File: src/design/ipcc_pkg.sv
`timescale 1ns / 1ps
// Shared constants for the irrigation pump cycle controller.
// Used by ipcc_moisture and irrigation_pump_cycle_controller.
package ipcc_pkg;

	localparam int ADC_MAX_DEF   = 4095;
	localparam int TIME_BITS_DEF = 32;

	localparam int SOIL_W  = 12;
	localparam int NOW_W   = 32;
	localparam int MOIST_W = 7;
	localparam int THR_W   = 7;
	localparam int CFG_IDX_W  = 3;
	localparam int CFG_DATA_W = 32;

	localparam int IN_TDATA_W  = 48;
	localparam int OUT_TDATA_W = 16;

	localparam logic [CFG_IDX_W-1:0] CFG_AUTO_MODE      = 3'd0;
	localparam logic [CFG_IDX_W-1:0] CFG_MANUAL_PUMP_ON = 3'd1;
	localparam logic [CFG_IDX_W-1:0] CFG_MIN_MOISTURE   = 3'd2;
	localparam logic [CFG_IDX_W-1:0] CFG_MAX_MOISTURE   = 3'd3;
	localparam logic [CFG_IDX_W-1:0] CFG_RUN_TIME_MS    = 3'd4;
	localparam logic [CFG_IDX_W-1:0] CFG_COOLDOWN_MS    = 3'd5;

	localparam logic [THR_W-1:0]      MIN_MOISTURE_RST = 7'd0;
	localparam logic [THR_W-1:0]      MAX_MOISTURE_RST = 7'd100;
	localparam logic [CFG_DATA_W-1:0] RUN_TIME_RST     = 32'd10000;
	localparam logic [CFG_DATA_W-1:0] COOLDOWN_RST     = 32'd60000;

	localparam int PCT_FULL = 100;

endpackage

File: src/design/irrigation_pump_cycle_controller.sv
`timescale 1ns / 1ps
// Irrigation pump cycle controller top level: config registers, cycle state, result register.
// Depends on ipcc_pkg and ipcc_moisture.
//
// Usage:
//   s_axis carries one soil sample per request: tdata = soil_reading, now_ms.
//   m_axis returns one result per sample: pump_on, moisture_percent, low_alert, phase.
//   cfg_* writes register cfg_index with cfg_data; cfg_ready is always high.
//   Write configuration only while no sample is in flight.
// Path: a sample taken into the input register passes the reciprocal product, correction and
//   moisture stages, then the cycle update into the result register.
// Throughput: one sample per cycle unless m_axis stalls; the cycle state is updated as the
//   sample moves into the result register, so successive samples never wait on it.
// Stall: while m_axis_tready is low the result register holds and up to three more
//   samples are buffered in the moisture pipeline before s_axis_tready drops.
// Reset: arst_n clears the pipeline, sets phase to idle with a start time of zero,
//   manual mode with the pump off, thresholds 0 and 100, run 10000 ms, cooldown 60000 ms.
module irrigation_pump_cycle_controller #(
	parameter int ADC_MAX   = ipcc_pkg::ADC_MAX_DEF,
	parameter int TIME_BITS = ipcc_pkg::TIME_BITS_DEF
) (
	input  logic                              clk,
	input  logic                              arst_n,
	input  logic                              s_axis_tvalid,
	output logic                              s_axis_tready,
	// [11:0] soil_reading, [43:12] now_ms, [47:44] zero
	input  logic [ipcc_pkg::IN_TDATA_W-1:0]   s_axis_tdata,
	output logic                              m_axis_tvalid,
	input  logic                              m_axis_tready,
	// [0] pump_on, [7:1] moisture_percent, [8] low_alert, [10:9] phase, [15:11] zero
	output logic [ipcc_pkg::OUT_TDATA_W-1:0]  m_axis_tdata,
	input  logic                              cfg_valid,
	output logic                              cfg_ready,
	input  logic [ipcc_pkg::CFG_IDX_W-1:0]    cfg_index,
	input  logic [ipcc_pkg::CFG_DATA_W-1:0]   cfg_data
);
	import ipcc_pkg::*;

	localparam int EW = (TIME_BITS > CFG_DATA_W) ? TIME_BITS : CFG_DATA_W;

	typedef enum logic [1:0] {
		PH_IDLE = 2'd0,
		PH_RUN  = 2'd1,
		PH_COOL = 2'd2
	} phase_t;

	logic                  auto_mode_q, manual_pump_on_q;
	logic [THR_W-1:0]      min_moisture_q, max_moisture_q;
	logic [CFG_DATA_W-1:0] run_time_q, cooldown_q;

	phase_t                phase_q, phase_d;
	logic [TIME_BITS-1:0]  start_q, start_d;

	logic                  mo_valid, mo_ready;
	logic [MOIST_W-1:0]    mo_moist;
	logic [NOW_W-1:0]      mo_now;

	logic                  res_v_q;
	logic                  pump_q, low_q;
	logic [MOIST_W-1:0]    moist_q;
	phase_t                res_phase_q;

	logic                  take;
	logic                  low_c, pump_c;
	logic [TIME_BITS-1:0]  now_t, elapsed;
	logic                  run_done, cool_done;

	ipcc_moisture #(
		.ADC_MAX(ADC_MAX)
	) u_moist (
		.clk       (clk),
		.arst_n    (arst_n),
		.in_valid  (s_axis_tvalid),
		.in_ready  (s_axis_tready),
		.in_reading(s_axis_tdata[SOIL_W-1:0]),
		.in_now    (s_axis_tdata[SOIL_W +: NOW_W]),
		.out_valid (mo_valid),
		.out_ready (mo_ready),
		.out_moist (mo_moist),
		.out_now   (mo_now)
	);

	assign cfg_ready = 1'b1;
	assign mo_ready  = !res_v_q || m_axis_tready;
	assign take      = mo_valid && mo_ready;

	always_comb begin
		now_t     = TIME_BITS'(mo_now);
		elapsed   = now_t - start_q;
		run_done  = EW'(elapsed) >= EW'(run_time_q);
		cool_done = EW'(elapsed) >= EW'(cooldown_q);
		low_c     = mo_moist < min_moisture_q;
		phase_d   = phase_q;
		start_d   = start_q;
		if (auto_mode_q) begin
			if (mo_moist > max_moisture_q) phase_d = PH_IDLE;
			if (low_c) begin
				case (phase_d)
					PH_IDLE: begin
						phase_d = PH_RUN;
						start_d = now_t;
					end
					PH_RUN: begin
						if (run_done) begin
							phase_d = PH_COOL;
							start_d = now_t;
						end
					end
					PH_COOL: begin
						if (cool_done) begin
							phase_d = PH_RUN;
							start_d = now_t;
						end
					end
					default: begin
						phase_d = phase_d;
					end
				endcase
			end else begin
				phase_d = PH_IDLE;
			end
			pump_c = (phase_d == PH_RUN);
		end else begin
			pump_c = manual_pump_on_q;
		end
	end

	always_ff @(posedge clk or negedge arst_n) begin
		if (!arst_n) begin
			auto_mode_q      <= 1'b0;
			manual_pump_on_q <= 1'b0;
			min_moisture_q   <= MIN_MOISTURE_RST;
			max_moisture_q   <= MAX_MOISTURE_RST;
			run_time_q       <= RUN_TIME_RST;
			cooldown_q       <= COOLDOWN_RST;
		end else if (cfg_valid && cfg_ready) begin
			case (cfg_index)
				CFG_AUTO_MODE:      auto_mode_q      <= cfg_data[0];
				CFG_MANUAL_PUMP_ON: manual_pump_on_q <= cfg_data[0];
				CFG_MIN_MOISTURE:   min_moisture_q   <= cfg_data[THR_W-1:0];
				CFG_MAX_MOISTURE:   max_moisture_q   <= cfg_data[THR_W-1:0];
				CFG_RUN_TIME_MS:    run_time_q       <= cfg_data;
				CFG_COOLDOWN_MS:    cooldown_q       <= cfg_data;
				default: begin
				end
			endcase
		end
	end

	always_ff @(posedge clk or negedge arst_n) begin
		if (!arst_n) begin
			phase_q <= PH_IDLE;
			start_q <= '0;
			res_v_q <= 1'b0;
		end else begin
			if (take) begin
				phase_q <= phase_d;
				start_q <= start_d;
			end
			if (mo_ready) res_v_q <= mo_valid;
		end
	end

	always_ff @(posedge clk) begin
		if (take) begin
			pump_q      <= pump_c;
			low_q       <= low_c;
			moist_q     <= mo_moist;
			res_phase_q <= phase_d;
		end
	end

	assign m_axis_tvalid = res_v_q;
	assign m_axis_tdata  = {5'd0, res_phase_q, low_q, moist_q, pump_q};

endmodule

File: src/design/ipcc_moisture.sv
`timescale 1ns / 1ps
// Three-stage moisture pipeline: 100 - floor(reading*100/ADC_MAX), saturated at 0.
// Division by reciprocal multiply with one-step correction. Depends on ipcc_pkg.
module ipcc_moisture #(
	parameter int ADC_MAX = ipcc_pkg::ADC_MAX_DEF
) (
	input  logic                        clk,
	input  logic                        arst_n,
	input  logic                        in_valid,
	output logic                        in_ready,
	input  logic [ipcc_pkg::SOIL_W-1:0] in_reading,
	input  logic [ipcc_pkg::NOW_W-1:0]  in_now,
	output logic                        out_valid,
	input  logic                        out_ready,
	output logic [ipcc_pkg::MOIST_W-1:0] out_moist,
	output logic [ipcc_pkg::NOW_W-1:0]  out_now
);
	import ipcc_pkg::*;

	localparam int PW    = SOIL_W + 7;
	localparam int KW    = PW + 7;
	localparam int PRODW = SOIL_W + KW;
	localparam int AW    = $clog2(ADC_MAX + 1);
	localparam logic [PW-1:0] RECIP = PW'((1 << PW) / ADC_MAX);
	localparam logic [KW-1:0] K_MUL = KW'(PCT_FULL) * KW'(RECIP);
	localparam logic [AW-1:0] ADC_C = AW'(ADC_MAX);

	logic                 v_s1, v_s2, v_s3;
	logic                 adv_s1, adv_s2, adv_s3;
	logic [SOIL_W-1:0]    rd_s1, rd_s2;
	logic [NOW_W-1:0]     now_s1, now_s2, now_s3;
	logic [PRODW-1:0]     prod_s2;
	logic [MOIST_W-1:0]   moist_s3;

	logic [PW-1:0]        p_val;
	logic [PW-1:0]        q0;
	logic [PW+AW-1:0]     q0_a;
	logic [PW-1:0]        rem;
	logic [PW-1:0]        q;
	logic [MOIST_W-1:0]   moist_c;

	assign adv_s3   = !v_s3 || out_ready;
	assign adv_s2   = !v_s2 || adv_s3;
	assign adv_s1   = !v_s1 || adv_s2;
	assign in_ready = adv_s1;

	always_comb begin
		p_val = PW'(rd_s2) * PW'(PCT_FULL);
		q0    = prod_s2[PRODW-1:PW];
		q0_a  = (PW+AW)'(q0) * (PW+AW)'(ADC_C);
		rem   = PW'((PW+AW)'(p_val) - q0_a);
		q     = (rem >= PW'(ADC_C)) ? q0 + PW'(1) : q0;
		if (q >= PW'(PCT_FULL)) begin
			moist_c = '0;
		end else begin
			moist_c = MOIST_W'(PW'(PCT_FULL) - q);
		end
	end

	always_ff @(posedge clk or negedge arst_n) begin
		if (!arst_n) begin
			v_s1 <= 1'b0;
			v_s2 <= 1'b0;
			v_s3 <= 1'b0;
		end else begin
			if (adv_s1) v_s1 <= in_valid;
			if (adv_s2) v_s2 <= v_s1;
			if (adv_s3) v_s3 <= v_s2;
		end
	end

	always_ff @(posedge clk) begin
		if (adv_s1 && in_valid) begin
			rd_s1  <= in_reading;
			now_s1 <= in_now;
		end
		if (adv_s2 && v_s1) begin
			rd_s2   <= rd_s1;
			now_s2  <= now_s1;
			prod_s2 <= PRODW'(rd_s1) * PRODW'(K_MUL);
		end
		if (adv_s3 && v_s2) begin
			now_s3   <= now_s2;
			moist_s3 <= moist_c;
		end
	end

	assign out_valid = v_s3;
	assign out_moist = moist_s3;
	assign out_now   = now_s3;

endmodule

File: config.mk
export PLATFORM = sky130hd
export DESIGN_NAME = irrigation_pump_cycle_controller
export DESIGN_NICKNAME = d
export VERILOG_FILES = /design/src/design/ipcc_pkg.sv /design/src/design/irrigation_pump_cycle_controller.sv /design/src/design/ipcc_moisture.sv
export SDC_FILE = /design/constraint.sdc
export NUM_CORES = 1
export LEC_CHECK = 0
export ABC_CLOCK_PERIOD_IN_PS = 8600
export BUFFER_PORTS_ARGS = -buffer_cell sky130_fd_sc_hd__buf_4
export CAP_MARGIN = 30
export CORE_ASPECT_RATIO = 1.1
export CORE_MARGIN = 2
export CORE_UTILIZATION = 42
export CTS_BUF_LIST = sky130_fd_sc_hd__clkbuf_4 sky130_fd_sc_hd__clkbuf_8 sky130_fd_sc_hd__clkbuf_16
export CTS_CLUSTER_SIZE = 24
export DETAILED_ROUTE_END_ITERATION = 10
export PLACE_DENSITY = 0.6
export SLEW_MARGIN = 20
export SYNTH_ARGS = -nofsm -noshare
export SYNTH_HDL_FRONTEND = slang
export SYNTH_SLANG_ARGS = --single-unit
File: constraint.sdc
create_clock -name clk -period 8.6 [get_ports clk]
set_input_delay 1.72 -clock clk [delete_from_list [all_inputs] [get_ports clk]]
set_output_delay 1.72 -clock clk [all_outputs]
set_load 0.02 [all_outputs]
* After elaboration in Yosys (flattened, before gate mapping)
Cells that the tools add are included.
Cells by class: reduce and logical (&&, ||, !) cells 22, muxes and demuxes 13, eq/ne operators 10, $add $sub $neg 4, $lt $le $gt $ge 6, multiply operators 3
Operators by type and width (count):
- $pmux 32 s3 | 1
- $ge 32x32->1 | 2
- $mux 32 | 2
- $mul 12x5->17 const B | 2
- $sub 32x32->32 | 1
- $ge 19x12->1 const B | 1
- $ge 19x7->1 const B | 1
- $mul 7x12->19 const B | 1
- $sub 19x19->19 | 1
- $mux 2 | 7
- $reduce_and 2->1 | 6
- $add 7x1->8 const B | 1
- $mux 8 | 1
- $gt 7x7->1 | 1
- $lt 7x7->1 | 1
- $sub 7x7->7 const A | 1
- $eq 3x2->1 const B | 2
- $eq 3x3->1 const B | 2
- $pmux 2 s3 | 1
- $reduce_and 6->1 | 1
- $eq 2x1->1 const B | 2
- $logic_and 1x1->1 | 4
- $logic_not 1->1 | 4
- $logic_or 1x1->1 | 4
- 7 further kinds | 8
Word-level totals: register bits 273

* Longest topological paths before layout
Gate-level depths: netlist (run 1).
depth in word-level cells 9, gate-level depth with buffers 30

* Cells and area by module
From an unflattened synthesis (run 1), not the netlist that was laid out.
Unflattened totals: cell total of the unflattened synthesis 1534, area, all modules 17359.1 µm²
By module, submodules not included:
- ipcc_moisture | sequential area each 4098.9 µm², area each 9033.7 µm², cells an instance 724, times used 1
- irrigation_pump_cycle_controller | sequential area each 3226.8 µm², area each 8325.5 µm², cells an instance 810, times used 1

* Worst setup path before layout (run 1)
Ideal clock, no wire load.
kind reg-to-reg, start register u_moist.rd_s2[2], end register u_moist.moist_s3[6] (netlist: u_moist.out_moist[6]) (data pin), setup time 258 ps, clock period less this slack 6954 ps, setup slack 1646 ps, stages on the path, launching flop included 28, data arrival time 6696 ps, cell sequence edfxtp_1 -> ha_1 -> ha_1 -> fa_1 -> ha_1 -> a21oi_1 -> o21bai_1 -> a21oi_1 -> xnor2_1 -> fa_1 -> fa_1 -> inv_1 -> fa_1 -> inv_1 -> ha_1 -> a21oi_1 -> nor2b_1 -> nor4_1 -> a21oi_1 -> a31oi_1 -> mux2i_1 -> nor4_4 -> nand2_4 -> xnor2_1 -> ha_1 -> o21a_1 -> and2_1 -> o221a_2
On the way: longest elaborated chain between the ends 5, elaborated cells between the ends (all ways) 6
Ends and longest elaborated chain:
- start, declared | line ipcc_moisture.sv:30 | logic [SOIL_W-1:0] rd_s1, rd_s2;
- start signal, assigned | line ipcc_moisture.sv:78 | rd_s2 <= rd_s1;
- $mul 12x5->17 (*) | line ipcc_moisture.sv:48 | p_val = PW'(rd_s2) * PW'(PCT_FULL);
- $sub 19x19->19 (*) | line ipcc_moisture.sv:51 | rem = PW'((PW+AW)'(p_val) - q0_a);
- $ge 19x12->1 (*) | line ipcc_moisture.sv:52 | q = (rem >= PW'(ADC_C)) ? q0 + PW'(1) : q0;
- $mux 8 (*) | line ipcc_moisture.sv:52
- $ge 19x7->1 or $sub 7x7->7 (tied branches) | line ipcc_moisture.sv:53, ipcc_moisture.sv:56
- end signal, assigned | line ipcc_moisture.sv:84 | moist_s3 <= moist_c;
- end, declared | line ipcc_moisture.sv:33 | logic [MOIST_W-1:0] moist_s3;
Every way passes the cells marked *; elsewhere a longest branch is shown, timed or not. A chain may end at the register's enable or synchronous reset.

* Worst setup path after layout (run 1)
Same ends and word-level chain as after synthesis.

==> summary.txt, run 1 <==
STA
  • Final Hold Vio Count: 0
  • Worst Max-Slew Pin Slew: 0.730 ns
  • Achievable Freq: 133 MHz
  • Fin crit period: 7.54 ns
  • Tcrit/Tclk final: 0.877
  • Max Slew Vio Count: 0
  • Fin Setup TNS: 0 ns
  • RSZ-0062 raised after global routing: false
  • Setup violators final: 0
  • Slew HR: 0.511
  • Clock Skew: 0.0202 ns

Clock network
  • Inserted Clock Buffers: 30
  • Skew-Pair Late Insertion Delay: 0.58 ns
  • CTS Sinks: 263
  • H-tree depth: 1
  • CTS clk-pin slew, worst paths: 0.06 ns
  • Post-cts gate resize count: 0
  • Post-CTS Setup Bufs: 0
  • Root Buffer Master: clkbuf_16
  • # hold bufs at CTS: 0
  • Clock Tree Buf Depth: 3
  • CTS tree: done

Critical path
  • Startpoint Class: flip-flop
  • Setup slack, reg-to-reg: 1.06 ns
  • Cells on worst reg2reg path: 27
  • Crit-path max FO: 6
  • Crit path kind: reg2reg
  • CP Capture Type: flip-flop
  • WP data arrival: 7.86 ns
  • Required time worst endpoint: 8.91 ns

Worst hold path
  • Hold Path Stages: 0
  • Hold Crit Class: reg2reg

Global routing
  • GRT Overall Usage: 0.158
  • First-pass GRT wire length: 54.5 mm
  • Vias in the first global route: 10862
  • Largest net degree at the start of global routing: 64
  • Initial antenna violation count: 0
  • Aggregate global routing overflow: 0

Die
  • Die height: 216 µm
  • Row count: 77
  • Core area: 40200 µm²
  • Initial core utilization: 0.426
  • Chip width: 196 µm
  • Ports: 107
  • Die area: 42300 µm²

Routing
  • Drt pass-1 iters: 4
  • Detail Route Antenna Nets: 0
  • Initial DRC count: 330
  • Total number of vias: 10530
  • DRT Wirelength: 32.1 mm
  • Wirelength per Cell: 15.0 µm
  • Post-route DRC: 0
  • Vias/cell: 4.90

Cells and area
  • Area growth, synth to finish: 14.1%
  • Layout cells sized above 1: 0.165
  • Fillers: 3618
  • N_diodes: 0
  • Final net count: 1990

Yosys
  • Count of unique library cells instantiated by Yosys: 78
  • Sequential area share after synthesis: 0.428
  • Syn Area/Cell: 11.4 µm²
  • Top FF cell, synth: edfxtp_1
  • Synth warnings: 0
  • FF+latch count, synth: 263
  • Count of flip-flops with a built-in enable after synthesis: 145
  • Post-Syn Area: 17100 µm²
  • Fraction of registers with async set/reset: 0.449
  • Cells after Synth: 1496

Place
  • Hpwl dp: 25.1 mm
  • Port Buffers: 96
  • RD Place Congestion: 0.841

Flow run
  • Max Cap Violations: 0

Outcome
  • Status: completed
routing by layer:
metal,global-route usage,up-vias,part of all wire
met3,0.0189,41,0.032
met5,0,-,0
met4,0.0429,0,0.021
met2,0.255,136,0.45
li1,-,5356,-
met1,0.225,4997,0.49
path summary, 6_finish.rpt:
check                                   from                   end
setup / recovery            u_moist.rd_s2[2]  u_moist.out_moist[6]
hold / removal             u_moist.now_s2[4]    u_moist.out_now[4]
setup reg to reg            u_moist.rd_s2[2]  u_moist.out_moist[6]
hold reg to reg            u_moist.now_s2[4]    u_moist.out_now[4]
max in group asynchronous             arst_n     max_moisture_q[2]
min in group asynchronous             arst_n        run_time_q[26]
cells by family after synthesis:
| group | count (synthesis) | synth area share |
|---|---|---|
| buf+inv | 288 | 0.0678 |
| simple gates | 244 | 0.0715 |
| flops | 263 | 0.428 |
| compound gates | 266 | 0.103 |
| xor+xnor | 66 | 0.0343 |
| mux | 77 | 0.0571 |
| fa+ha+maj | 290 | 0.237 |
| other cells | 2 | 0.000439 |
cells in the mapped netlist, types with 23 or more instances:
master | count | area [µm²]
inv_1 | 264 | 991
ha_1 | 233 | 2920
edfxtp_1 | 145 | 4350
dfrtp_1 | 103 | 2580
nand2_1 | 77 | 289
o21ai_0 | 70 | 350
a21oi_1 | 61 | 305
nor2_1 | 59 | 221
fa_1 | 57 | 1140
xnor2_1 | 46 | 403
a21o_1 | 43 | 323
mux2_2 | 42 | 473
mux2_4 | 30 | 450
nand2b_1 | 23 | 144
cells in the final DEF (no fill, tap or decap), types with 16 or more instances in the layout:
master     synthesis  final
clkbuf_16          0     30
o21ai_0           70     70
ha_1             233    233
a21o_1            43     43
buf_4              8    101
xnor2_1           46     46
o21a_1            16     16
xor2_1            19     19
nand2b_1          23     23
nor2b_1           19     19
nand2_1           77     77
fa_1              57     57
inv_1            264    264
nand4_1           17     17
nor2_1            59     59
mux2_2            42     42
a21oi_1           61     61
mux2_4            30     30
edfxtp_1         145    145
dfrtp_1          103    103
critical path: stages, from the launching register on:
cell and delay (ns):
edfxtp_1 0.42, ha_1 0.32, ha_1 0.31, fa_1 0.46, ha_1 0.34, a21oi_1 0.21
o21bai_1 0.09, a21oi_1 0.23, xnor2_1 0.17, fa_1 0.45, fa_1 0.49, inv_1 0.06
fa_1 0.54, inv_1 0.05, ha_1 0.34, a21oi_1 0.32, nor2b_1 0.08, nor4_1 0.19
a21oi_1 0.17, a31oi_1 0.25, mux2i_1 0.14, nor4_4 0.49, nand2_4 0.15, xnor2_1 0.17
ha_1 0.25, o21a_1 0.20, and2_1 0.16, o221a_2 0.22
layout make-up:
class / instances / area, µm² / share of cell area
Timing Repair Buffer: 104 / 826 / 0.0423
Clock inverter: 22 / 292 / 0.0149
Clock buffer: 34 / 793 / 0.0407
Tap cell: 513 / 642 / 0.0329
Inverter: 264 / 991 / 0.0508
Multi-Input combinational cell: 949 / 8630 / 0.443
Sequential cell: 263 / 7330 / 0.376
stage by stage:
step           worst slack (ns)  hold slack, ns  area (µm²)  std cells  utilization
2_1_floorplan              1.65           0.400       17100       1500            -
3_3_place_gp               1.13           0.401       18400       2090        0.457
3_5_place_dp               1.08           0.405       18400       2093        0.458
4_1_cts                    1.02           0.415       19500       2149        0.485
5_1_grt                   0.534           0.422       19500       2149        0.485
6_report                   1.06           0.413       19500       2149        0.485
sequential cells by signal, indices dropped and copies added (netlist names):
signal / count
auto_mode_q: 1
cooldown_q: 32
low_q: 1
m_axis_tvalid: 1
manual_pump_on_q: 1
max_moisture_q: 7
min_moisture_q: 7
moist_q: 7
phase_q: 2
pump_q: 1
res_phase_q: 2
run_time_q: 32
start_q: 32
u_moist.now_s1: 32
u_moist.now_s2: 32
u_moist.out_moist: 7
u_moist.out_now: 32
u_moist.out_valid: 1
u_moist.prod_s2: 7
u_moist.rd_s1: 12
u_moist.rd_s2: 12
u_moist.v_s1: 1
u_moist.v_s2: 1
Power of run 1 is not shown: default switching activity piles up to over one toggle a cycle in this logic, so the estimate is an artifact.
==> inputs of run 2 (changes only) <==
BUFFER_PORTS_ARGS = -buffer_cell sky130_fd_sc_hd__clkbuf_2   (was -buffer_cell sky130_fd_sc_hd__buf_4)
SKIP_CTS_REPAIR_TIMING = 1   (was default)
==> summary.txt, run 2 (same netlist as run 1, synthesis figures left out) <==
Outcome
  • Status: completed

Critical path
  • Reg2Reg Capture Point: u_moist.out_moist[6]
  • CP Capture Type: flip-flop
  • Startpoint Class: flip-flop
  • Crit-path slowest cell: fa_1
  • Worst r2r src: u_moist.rd_s2[1]
  • Crit-path max FO: 6 (unchanged)
  • CP max stage delay: 0.54 ns (about the same)
  • Required time worst endpoint: 8.91 ns (about the same)
  • Cell mode on critical path: ha_1
  • Crit path kind: reg2reg
  • Setup slack, reg-to-reg: 1.09 ns (+0.04 ns)
  • WP data arrival: 7.82 ns (-0.04 ns)
  • Cells on worst reg2reg path: 28 (+3.7%)

Global routing
  • Largest net degree at the start of global routing: 68 (+6.3%)
  • GRT Overall Usage: 0.157 (-0.00116)
  • First-pass GRT wire length: 54.2 mm (-0.46%)
  • Vias in the first global route: 10965 (+0.95%)
  • Aggregate global routing overflow: 0 (unchanged)
  • Initial antenna violation count: 1 (+1)

STA
  • Tcrit/Tclk final: 0.873 (-0.00427)
  • Setup violators final: 0 (unchanged)
  • Slew HR: 0.531 (+0.0199)
  • Clock Skew: 0.0224 ns (+0.00223 ns)
  • Worst Max-Slew Pin Slew: 0.700 ns (-0.0298 ns)
  • Final Hold Vio Count: 0 (unchanged)
  • RSZ-0062 raised after global routing: false
  • Achievable Freq: 133 MHz (+0.49%)
  • Max Slew Vio Count: 0 (unchanged)
  • Fin Setup TNS: 0 ns (unchanged)
  • Fin crit period: 7.51 ns (-0.0367 ns)

Routing
  • Vias/cell: 4.92 (+0.33%)
  • Initial DRC count: 380 (+15%)
  • Post-route DRC: 0 (unchanged)
  • Total number of vias: 10560 (+0.28%)
  • Drt pass-1 iters: 5 (+1)
  • DRT Wirelength: 31.9 mm (-0.83%)
  • Detail Route Antenna Nets: 0 (unchanged)
  • Wirelength per Cell: 14.8 µm (-0.78%)

Clock network
  • Skew-Pair Late Insertion Delay: 0.56 ns (-0.02 ns)
  • Clock Tree Buf Depth: 3 (unchanged)
  • Root Buffer Master: clkbuf_16
  • CTS tree: done
  • CTS clk-pin slew, worst paths: 0.06 ns (about the same)
  • Inserted Clock Buffers: 30 (unchanged)
  • CTS Sinks: 263 (unchanged)
  • H-tree depth: 1 (unchanged)

Die
  • Die area: 42300 µm² (unchanged)
  • Chip width: 196 µm (unchanged)
  • Row count: 77 (unchanged)
  • Initial core utilization: 0.426 (unchanged)
  • Core area: 40200 µm² (unchanged)
  • Die height: 216 µm (unchanged)
  • Ports: 107 (unchanged)

Cells and area
  • Layout cells sized above 1: 0.163 (-0.00163)
  • Final core occ: 0.477 (-0.00869)
  • Area growth, synth to finish: 12.0%
  • Leading cell types in the layout, fill and taps excluded: 264 x inv_1, 233 x ha_1, 145 x edfxtp_1, 103 x dfrtp_1, 95 x clkbuf_2
  • Final net count: 1989 (-0.050%)
  • Fillers: 3666 (+1.3%)
  • Commonest non-fill, non-tap cell in the layout: inv_1

Place
  • RD Place Congestion: 0.829 (-1.5%)
  • Port Buffers: 96 (unchanged)
  • Hpwl dp: 24.7 mm (-1.3%)

Worst hold path
  • Hold Startpoint: u_moist.now_s1[0]
  • Hold Crit Class: reg2reg
  • WHS Endpoint: u_moist.now_s2[0]
  • Hold Path Stages: 0 (unchanged)

Flow run
  • Max Cap Violations: 0 (unchanged)
## run 2: cell types whose count changed in the layout (fill, tap and decap cells not counted), moves of 3 or more
| cell | delta |
|---|---|
| buf_4 | -95 |
| bufinv_16 | -4 |
| clkbuf_2 | +95 |
| clkbuf_4 | +10 |
| clkinv_2 | -3 |
| clkinvlp_4 | -3 |
## run 2: worst max-delay path, delay by kind of cell (launching register included)
| family | cells | cell delay [ns] |
|---|---|---|
| DFF | 1 | 0.42 |
| adders and majority gates | 9 | 3.33 |
| AOI/OAI and AO/OA | 9 | 1.89 |
| and+or+nand+nor | 5 | 1.05 |
| xor gates and xnor gates | 2 | 0.33 |
| muxes | 1 | 0.14 |
| buffers and inverters | 2 | 0.09 |
## run 2: routing by layer
metal  up-vias  routed length [µm]  GRT usage
met4         0                 632     0.0369
met3        42                1150     0.0236
met2       152               14400      0.253
li1       5340                   -          -
met5         -                   0          0
met1      5026               15700      0.223
## run 2: worst max-delay path by stage
stage	startpoint	end	slack (ns)	depth (start not counted)
floorplan	u_moist.rd_s2[2]	u_moist.out_moist[6]	1.65	27
global placement	u_moist.rd_s2[2]	u_moist.out_moist[6]	1.13	27
detailed placement	u_moist.rd_s2[2]	u_moist.out_moist[6]	1.08	27
CTS	u_moist.rd_s2[1]	u_moist.out_moist[6]	1.05	28
global route	u_moist.rd_s2[1]	u_moist.out_moist[6]	0.69	28
finish	u_moist.rd_s2[1]	u_moist.out_moist[6]	1.09	28
## run 2: area by class of cell
cell class                 instances  area (µm²)  share of cell area
sequential                       263        7330               0.382
clock buffer                      45         893              0.0466
antenna                            1        2.50            0.000131
timing repair buffer             103         561              0.0293
clock inverter                    10         104             0.00542
multi-input combinational        949        8640               0.451
inverter                         264         991              0.0517
tap                              513         642              0.0335
## run 2: through the flow
stage / hold slack (ns) / cell area [µm²] / setup slack, ns / cells
2_1_floorplan: 0.400 / 17100 / 1.65 / 1500
3_3_place_gp: 0.401 / 18100 / 1.13 / 2090
3_5_place_dp: 0.405 / 18100 / 1.08 / 2091
4_1_cts: 0.408 / 19100 / 1.05 / 2146
5_1_grt: 0.421 / 19200 / 0.686 / 2148
6_report: 0.398 / 19200 / 1.09 / 2148
Power of run 2 is left out for the same reason.
